### src/rtl/c3cf_pkg.sv
// Shared types and constants of the 3x3 clamp filter.
// Used by c3cf_line_buf, c3cf_kernel and conv3x3_clamp_filter; no dependencies.
package c3cf_pkg;

	localparam int MAX_WIDTH_DEF      = 1024;
	localparam int COEF_FRAC_BITS_DEF = 8;

	localparam int PIX_W   = 8;
	localparam int ROW_W   = 12;
	localparam int COL_W   = 10;
	localparam int WID_W   = 11;
	localparam int HGT_W   = 13;
	localparam int COEF_RW = 36;
	localparam int TAPS    = 9;
	localparam int PIX_MAX = 255;
	localparam int MAX_HEIGHT = 4096;
	// Running sum stays within +/- 9 * 255 * 8, so 16 signed bits hold it.
	localparam int SUM_W   = 16;

	localparam logic [WID_W-1:0]   WIDTH_RST  = WID_W'(320);
	localparam logic [HGT_W-1:0]   HEIGHT_RST = HGT_W'(240);
	localparam logic [COEF_RW-1:0] COEF_TOP_RST = '0;
	localparam logic [COEF_RW-1:0] COEF_MID_RST = COEF_RW'(36'h000100000);
	localparam logic [COEF_RW-1:0] COEF_BOT_RST = '0;

	typedef enum logic [2:0] {
		REG_IMAGE_WIDTH  = 3'd0,
		REG_IMAGE_HEIGHT = 3'd1,
		REG_COEF_TOP     = 3'd2,
		REG_COEF_MID     = 3'd3,
		REG_COEF_BOTTOM  = 3'd4
	} cfg_reg_t;

	// Position of the centre pixel of one result.
	typedef struct packed {
		logic [ROW_W-1:0] row;
		logic [COL_W-1:0] col;
		logic             last;
	} res_meta_t;

	// One window beat: nine pixels row-major, top-left first, plus position.
	typedef struct packed {
		logic [TAPS-1:0][PIX_W-1:0] pix;
		res_meta_t                  meta;
	} win_beat_t;

endpackage

### src/rtl/c3cf_kernel.sv
// Nine-tap multiply, truncating row-major accumulation and byte clamp.
// Depends on c3cf_pkg; takes window beats from c3cf_line_buf.
module c3cf_kernel #(
	parameter int COEF_FRAC_BITS = c3cf_pkg::COEF_FRAC_BITS_DEF
) (
	input  logic                                       clk,
	input  logic                                       arst_n,
	input  logic                                       win_valid,
	output logic                                       win_ready,
	input  c3cf_pkg::win_beat_t                        win,
	input  logic [2:0][c3cf_pkg::COEF_RW-1:0]          coef_rows,
	output logic                                       out_valid,
	input  logic                                       out_ready,
	output logic [c3cf_pkg::PIX_W-1:0]                 pixel_out,
	output c3cf_pkg::res_meta_t                        meta_out
);

	localparam int F    = COEF_FRAC_BITS;
	localparam int CWID = 4 + F;
	localparam int PW   = 9 + CWID;
	localparam int SW   = c3cf_pkg::SUM_W;
	localparam int TW   = SW + F + 1;
	localparam int RW   = (3 * CWID > c3cf_pkg::COEF_RW) ? 3 * CWID : c3cf_pkg::COEF_RW;

	logic signed [PW-1:0] prod_d  [9];
	logic signed [PW-1:0] prod_s3 [9];
	logic signed [PW-1:0] prod_s4 [6];
	logic signed [PW-1:0] prod_s5 [3];
	logic signed [SW-1:0] sum_s4, sum_s5, sum_fin;
	logic [c3cf_pkg::PIX_W-1:0] pix_s6;
	c3cf_pkg::res_meta_t  meta_s3, meta_s4, meta_s5, meta_s6;
	logic v3, v4, v5, v6, rdy3, rdy4, rdy5, rdy6;

	// One tap: scale the sum up, add the product, divide back toward zero.
	function automatic logic signed [SW-1:0] tap(input logic signed [SW-1:0] s,
		input logic signed [PW-1:0] p);
		logic signed [TW-1:0] t;
		logic signed [TW-1:0] q;
		t = (TW'(s) <<< F) + TW'(p);
		q = t >>> F;
		if (t[TW-1] && (t[F-1:0] != '0)) begin
			q = q + TW'(1);
		end
		return SW'(q);
	endfunction

	for (genvar k = 0; k < 9; k++) begin : g_tap
		localparam int TR = k / 3;
		localparam int TC = k % 3;
		logic [RW-1:0]          row_ext;
		logic signed [CWID-1:0] coef;
		assign row_ext   = RW'(coef_rows[TR]);
		assign coef      = row_ext[TC*CWID +: CWID];
		assign prod_d[k] = $signed({1'b0, win.pix[k]}) * coef;
	end

	assign rdy6      = !v6 || out_ready;
	assign rdy5      = !v5 || rdy6;
	assign rdy4      = !v4 || rdy5;
	assign rdy3      = !v3 || rdy4;
	assign win_ready = rdy3;

	always_ff @(posedge clk or negedge arst_n) begin
		if (!arst_n) begin
			v3 <= 1'b0;
			v4 <= 1'b0;
			v5 <= 1'b0;
			v6 <= 1'b0;
		end else begin
			if (rdy3) begin
				v3 <= win_valid;
			end
			if (rdy4) begin
				v4 <= v3;
			end
			if (rdy5) begin
				v5 <= v4;
			end
			if (rdy6) begin
				v6 <= v5;
			end
		end
	end

	always_comb begin
		sum_fin = tap(tap(tap(sum_s5, prod_s5[0]), prod_s5[1]), prod_s5[2]);
	end

	always_ff @(posedge clk) begin
		if (rdy3 && win_valid) begin
			prod_s3 <= prod_d;
			meta_s3 <= win.meta;
		end
		if (rdy4 && v3) begin
			sum_s4  <= tap(tap(tap(SW'(0), prod_s3[0]), prod_s3[1]), prod_s3[2]);
			for (int i = 0; i < 6; i++) begin
				prod_s4[i] <= prod_s3[i+3];
			end
			meta_s4 <= meta_s3;
		end
		if (rdy5 && v4) begin
			sum_s5  <= tap(tap(tap(sum_s4, prod_s4[0]), prod_s4[1]), prod_s4[2]);
			for (int i = 0; i < 3; i++) begin
				prod_s5[i] <= prod_s4[i+3];
			end
			meta_s5 <= meta_s4;
		end
		if (rdy6 && v5) begin
			if (sum_fin < 0) begin
				pix_s6 <= '0;
			end else if (sum_fin > SW'(c3cf_pkg::PIX_MAX)) begin
				pix_s6 <= c3cf_pkg::PIX_W'(c3cf_pkg::PIX_MAX);
			end else begin
				pix_s6 <= sum_fin[c3cf_pkg::PIX_W-1:0];
			end
			meta_s6 <= meta_s5;
		end
	end

	assign out_valid = v6;
	assign pixel_out = pix_s6;
	assign meta_out  = meta_s6;

	a_no_phantom: assert property (@(posedge clk) disable iff (!arst_n)
		$rose(v6) |-> $past(v5))
		else $error("result appeared without a beat in the last sum stage");

endmodule

### config.mk
export PLATFORM = sky130hd
export DESIGN_NAME = c3cf_kernel
export DESIGN_NICKNAME = d
export VERILOG_FILES = /design/src/rtl/c3cf_pkg.sv /design/src/rtl/c3cf_kernel.sv
export SDC_FILE = /design/constraint.sdc
export NUM_CORES = 2
export LEC_CHECK = 0
export BUFFER_PORTS_ARGS = -buffer_cell sky130_fd_sc_hd__buf_4
export CORE_MARGIN = 3
export CORE_UTILIZATION = 50
export CTS_CLUSTER_SIZE = 25
export DETAILED_ROUTE_END_ITERATION = 8
export GPL_ROUTABILITY_DRIVEN = 0
export PLACE_DENSITY_LB_ADDON = 0.3
export SLEW_MARGIN = 15
export SYNTH_ARGS = -nofsm -noshare
export SYNTH_HDL_FRONTEND = slang
export SYNTH_SLANG_ARGS = --single-unit
### constraint.sdc
create_clock -name clk -period 13 [get_ports clk]
set_clock_uncertainty 0.2 [all_clocks]
set_input_delay 1.95 -clock clk [delete_from_list [all_inputs] [get_ports clk]]
set_output_delay 1.95 -clock clk [all_outputs]
set_load 0.05 [all_outputs]
* Word-level counts from Yosys, hierarchy flattened
Memory sizes are Yosys's and may differ from the RTL's.
Index checks and enable logic that the tools add are counted.
** Storage, ports and cells
- Memories :: 2
- RAM bits :: 189
- Bits in registers :: 325
- Input bits :: 207
** Memory list
- prod_s4 :: depth 6, width 21, read ports 6, clocked after memory_dff 0, wr ports 6, RTL line c3cf_kernel.sv:27 : logic signed [PW-1:0] prod_s4 [6];
- prod_s5 :: depth 3, width 21, read ports 3, clocked after memory_dff 0, wr ports 3, RTL line c3cf_kernel.sv:28 : logic signed [PW-1:0] prod_s5 [3];
** Operators by class
- Muxes and demuxes :: 18
- Magnitude comparators :: 2
- Add/subtract/negate cells :: 17
- Reduce and logical (&&, ||, !) cells :: 30
- $mul :: 9
** Operator list (count)
- $mux 16 :: 13
- $add 24x21->25 :: 8
- $mul 9x12->21 :: 9
- $add 16x2->16 const B :: 8
- $reduce_bool 8->1 :: 9
- $gt 16x9->1 const B :: 1
- $lt 16x1->1 const B :: 1
- $add 13x2->14 const B :: 1
- $logic_and 1x1->1 :: 13
- $mux 8 :: 1
- $logic_not 1->1 :: 4
- $logic_or 1x1->1 :: 4
- $mux 1 :: 4

* Logic depth before layout (Yosys ltp)
- Word-level depth :: 15
- Gate-level depth with buffers :: 34

* Least setup slack after synthesis
No wires, ideal clock.
- Path type :: input to register
- Start :: in out_ready
- End :: reg meta_s3[0] (netlist bit) (enable)
- Required time :: 12.202 ns
- Buffers on the path :: 0
- Setup time :: 0.598 ns
- Stages on the path :: 3
- Setup slack :: 4.854 ns
- Arrival time :: 7.348 ns
- Path through :: nor2b_1 -> nand4_1 -> and2_1
** Between the ends
- Word-level cells in the longest chain between the ends :: 5
** RTL lines
- start: declaration :: RTL line c3cf_kernel.sv:13 : input logic out_ready,
- $logic_or 1x1->1 :: RTL line c3cf_kernel.sv:57 : assign rdy6 = !v6 || out_ready;
- $logic_or 1x1->1 :: RTL line c3cf_kernel.sv:58 : assign rdy5 = !v5 || rdy6;
- $logic_or 1x1->1 :: RTL line c3cf_kernel.sv:59 : assign rdy4 = !v4 || rdy5;
- $logic_or 1x1->1 :: RTL line c3cf_kernel.sv:60 : assign rdy3 = !v3 || rdy4;
- net win_ready :: RTL line c3cf_kernel.sv:9 : output logic win_ready,
- $logic_and 1x1->1 :: RTL line c3cf_kernel.sv:90 : if (rdy3 && win_valid) begin
- end signal: assignment :: RTL line c3cf_kernel.sv:92 : meta_s3 <= win.meta;
- end: declaration :: RTL line c3cf_kernel.sv:31 : c3cf_pkg::res_meta_t meta_s3, meta_s4, meta_s5, meta_s6;
The timed path passes the listed nets, and every way through them passes these cells.
A chain may end at the register's enable or synchronous reset.

* Worst setup path in the final report
- Start :: reg sum_s5[0]
- End :: reg pix_s6, in the netlist pixel_out[2] (data pin)
** Between the ends
- Word-level cells in the longest chain between the ends :: 11
- Elaborated cells between the ends (all ways) :: 15
- Those cells by class :: add/sub: 6; order compare: 2; mux: 4; reduce/logical: 3
** RTL lines
- start: declaration :: RTL line c3cf_kernel.sv:29 : logic signed [SW-1:0] sum_s4, sum_s5, sum_fin;
- start signal: assignment :: RTL line c3cf_kernel.sv:102 : sum_s5 <= tap(tap(tap(sum_s4, prod_s4[0]), prod_s4[1]), prod_s4[2]);
- $add 24x21->25 * :: RTL line c3cf_kernel.sv:39 : t = (TW'(s) <<< F) + TW'(p);
- $add 16x2->16 / $logic_and 1x1->1 (equally long branches) :: RTL line c3cf_kernel.sv:42, c3cf_kernel.sv:41
- $mux 16 * :: RTL line c3cf_kernel.sv:41 : if (t[TW-1] && (t[F-1:0] != '0)) begin
- $add 24x21->25 * :: RTL line c3cf_kernel.sv:39
- $add 16x2->16 / $logic_and 1x1->1 (equally long branches) :: RTL line c3cf_kernel.sv:42, c3cf_kernel.sv:41
- $mux 16 * :: RTL line c3cf_kernel.sv:41
- $add 24x21->25 * :: RTL line c3cf_kernel.sv:39
- $add 16x2->16 / $logic_and 1x1->1 (equally long branches) :: RTL line c3cf_kernel.sv:42, c3cf_kernel.sv:41
- $mux 16 * :: RTL line c3cf_kernel.sv:41
- $gt 16x9->1 :: RTL line c3cf_kernel.sv:111 : end else if (sum_fin > SW'(c3cf_pkg::PIX_MAX)) begin
- $mux 8 :: RTL line c3cf_kernel.sv:111
- end signal: assignment :: RTL line c3cf_kernel.sv:112 : pix_s6 <= c3cf_pkg::PIX_W'(c3cf_pkg::PIX_MAX);
- end signal: assignment :: RTL line c3cf_kernel.sv:114 : pix_s6 <= sum_fin[c3cf_pkg::PIX_W-1:0];
- end: declaration :: RTL line c3cf_kernel.sv:30 : logic [c3cf_pkg::PIX_W-1:0] pix_s6;
Every way passes the cells marked *; elsewhere a longest branch is shown, timed or not.

==> flow_summary.ini <==
[critical_path]
required_ns = 13.12
cp-end-kind = flop
criticalPathCategory = reg2reg
cp.arrival_ns = 9.16
crit_slowest_cell = a41oi_1
r2r_setup_slack_ns = 3.96
critical_path.endpoint = pixel_out[2]
reg2reg_from = sum_s5[0]
slowest_delay_ns = 0.75
critPathMaxFanout = 8
reg2reg_to = pixel_out[2]
ff2ff_path_depth = 31
cp-start-kind = flop
cp-startpoint = sum_s5[0]

[hold_path]
worstHoldPathCells = 0
hold_path_class = reg2reg

[synthesis]
yosysWarnings = 0
seq_area_frac_synth_pct = 27.4
syn-num-nets = 6951
avgSynthCellArea_um2 = 10.2
syn_inst = 5516
synth_flop_cell = edfxtp_1
synth_top_cells_by_area = edfxtp_1, fa_1, ha_1, inv_1, and2_1
synth_top_area_share_pct = 27.2
synthesis.area_mm2 = 0.0563
ys_seq_elements = 514
async_reset_ff_share_pct = 0.778
synth-edff-count = 510
synth_cell_types = 80
synth_area_leader_cell = edfxtp_1

[clock_network]
clockRootBuffer = clkbuf_16
cts_tree = done
clockBufferDepth = 3
cts_inserted_buffers = 56
hold_buffers = 0
insertion_delay_ns = 0.64
cts_resized = 0
cts.clk_slew.worst_paths_ns = 0.07
htreeDepth = 2
clock-sinks = 514
post_cts_buffers = 0

[placed_design]
place_ws_ns = 4.06
dpl_cell_area_mm2 = 0.0597
place_hpwl_um = 91300
port_buffers = 239

[floorplanning]
start_util_pct = 50.7
coreArea_mm2 = 0.111
die_area_mm2 = 0.117
die_h_um = 342
rows = 122
num_io_pins = 240
die_x_um = 342

[timing]
timing.final.crit_share_pct = 69.5
fmax_mhz = 111
whs_ns = 0.213
worst_pin_slew_ns = 0.939
relSlewSlack_pct = 37.4
finalCriticalPeriod_ns = 9.04
finalSetupViolations = 0
finalSetupTns_ns = 0
finalMaxSlewViolations = 0
hold_violations = 0
rsz0062_at_grt = false
final.setup.worst_slack_ns = 3.96

[route]
first_pass_iters = 5
vias = 37745
drcViolationCount = 0
drt_iter0_drc = 1906
viasPerCell = 5.19
wl_per_cell_um = 15.3
finalWirelength_um = 111000
final_antenna_net_count = 0

[grt]
grt_max_degree = 72
antenna_found_initial = 11
grt_overflow_total = 0
grt_pass1_wl_um = 190000
gr-usage-all-layers_pct = 19.6
grt_pass1_vias = 39213

[flow_run]
max_cap_violations = 0

[finish]
fin_area_mm2 = 0.0617
area_growth_pct = 9.63
fin_nets = 7163
final_cell_mix = inv_1, fa_1, and2_1, ha_1, edfxtp_1
drive_gt1_share_pct = 6.73
layout.cells.most_common = inv_1

[outcome]
status = completed
-- layout make-up --
| cell class | instances | area [µm²] |
|---|---|---|
| antenna | 6 | 15.0 |
| inverter | 1069 | 4010 |
| tap | 1488 | 1860 |
| clock inverter | 46 | 601 |
| fill | 9773 | 49400 |
| sequential | 514 | 15400 |
| timing repair buffer | 246 | 1870 |
| multi-input combinational | 3841 | 36500 |
| clock buffer | 60 | 1420 |
-- flip-flops by register name, indices dropped and copies added, names as in the netlist --
register,count
meta_out,23
meta_s3,23
meta_s4,23
meta_s5,23
out_valid,1
pixel_out,8
prod_s3,189
prod_s4,126
prod_s5,63
sum_s4,16
sum_s5,16
v3,1
v4,1
v5,1
-- synth_stat cells (25+ instances only) --
cell type  instances
nand3_1           97
nor4_1            29
o21bai_1          29
o21ai_0          118
ha_1             518
nor2b_1           36
and3_1            45
xor2_1            95
inv_1           1069
edfxtp_1         510
and2_1           583
nor3_1            82
clkbuf_1          88
xnor2_1          269
nand2b_1          31
o21a_1            26
fa_1             710
nand2_1          466
a21oi_1          168
nor2_1           154
or3_1             32
a211oi_1          34
o211ai_1          25
a21o_1            48
-- worst min-delay path by stage --
stage / to / slack (ns) / startpoint
after floorplan: meta_out[0] / 0.20 / meta_s5[0]
after global placement: meta_out[8] / 0.20 / meta_s5[8]
after detailed placement: meta_out[12] / 0.20 / meta_s5[12]
after CTS: meta_s5[2] / 0.21 / meta_s4[2]
after global routing: meta_out[4] / 0.22 / meta_s5[4]
final: meta_s5[2] / 0.21 / meta_s4[2]
-- worst max-delay path: cells and delay by family, from the launching register on --
family | cells | cell delay [ns]
xor gates and xnor gates | 2 | 0.43
AOI/OAI and AO/OA | 15 | 5.15
and+or+nand+nor | 8 | 1.36
adders and majority gates | 4 | 1.06
DFF | 1 | 0.37
buffers and inverters | 2 | 0.14
-- layer usage --
layer  track usage [%]  routed length, µm  up-vias
li1                  -                  -    18307
met4              4.23               2290       10
met3              2.39               4430      148
met1              25.8              48800    18656
met2              34.8              55400      624
met5                 0                 79        -
-- per-stage QoR --
stage	util, %	cells
final	55.5	7270
after CTS	55.5	7263
after detailed placement	53.7	7157
after global placement	53.7	7157
after global routing	55.5	7264
after floorplan	-	5516
-- kinds of logic after synthesis --
logic type,synth area share [%]
adder cells (fa/ha/maj),36.8
AO/OA/AOI/OAI,6.99
AND/OR/NAND/NOR,15.3
buffers and inverters,7.76
multiplexers,0.0956
flip-flops,27.4
XOR/XNOR,5.66
Power is left out: the tool's default activity adds up to more than one toggle a clock period on the data nets, which glitch-free logic cannot reach.
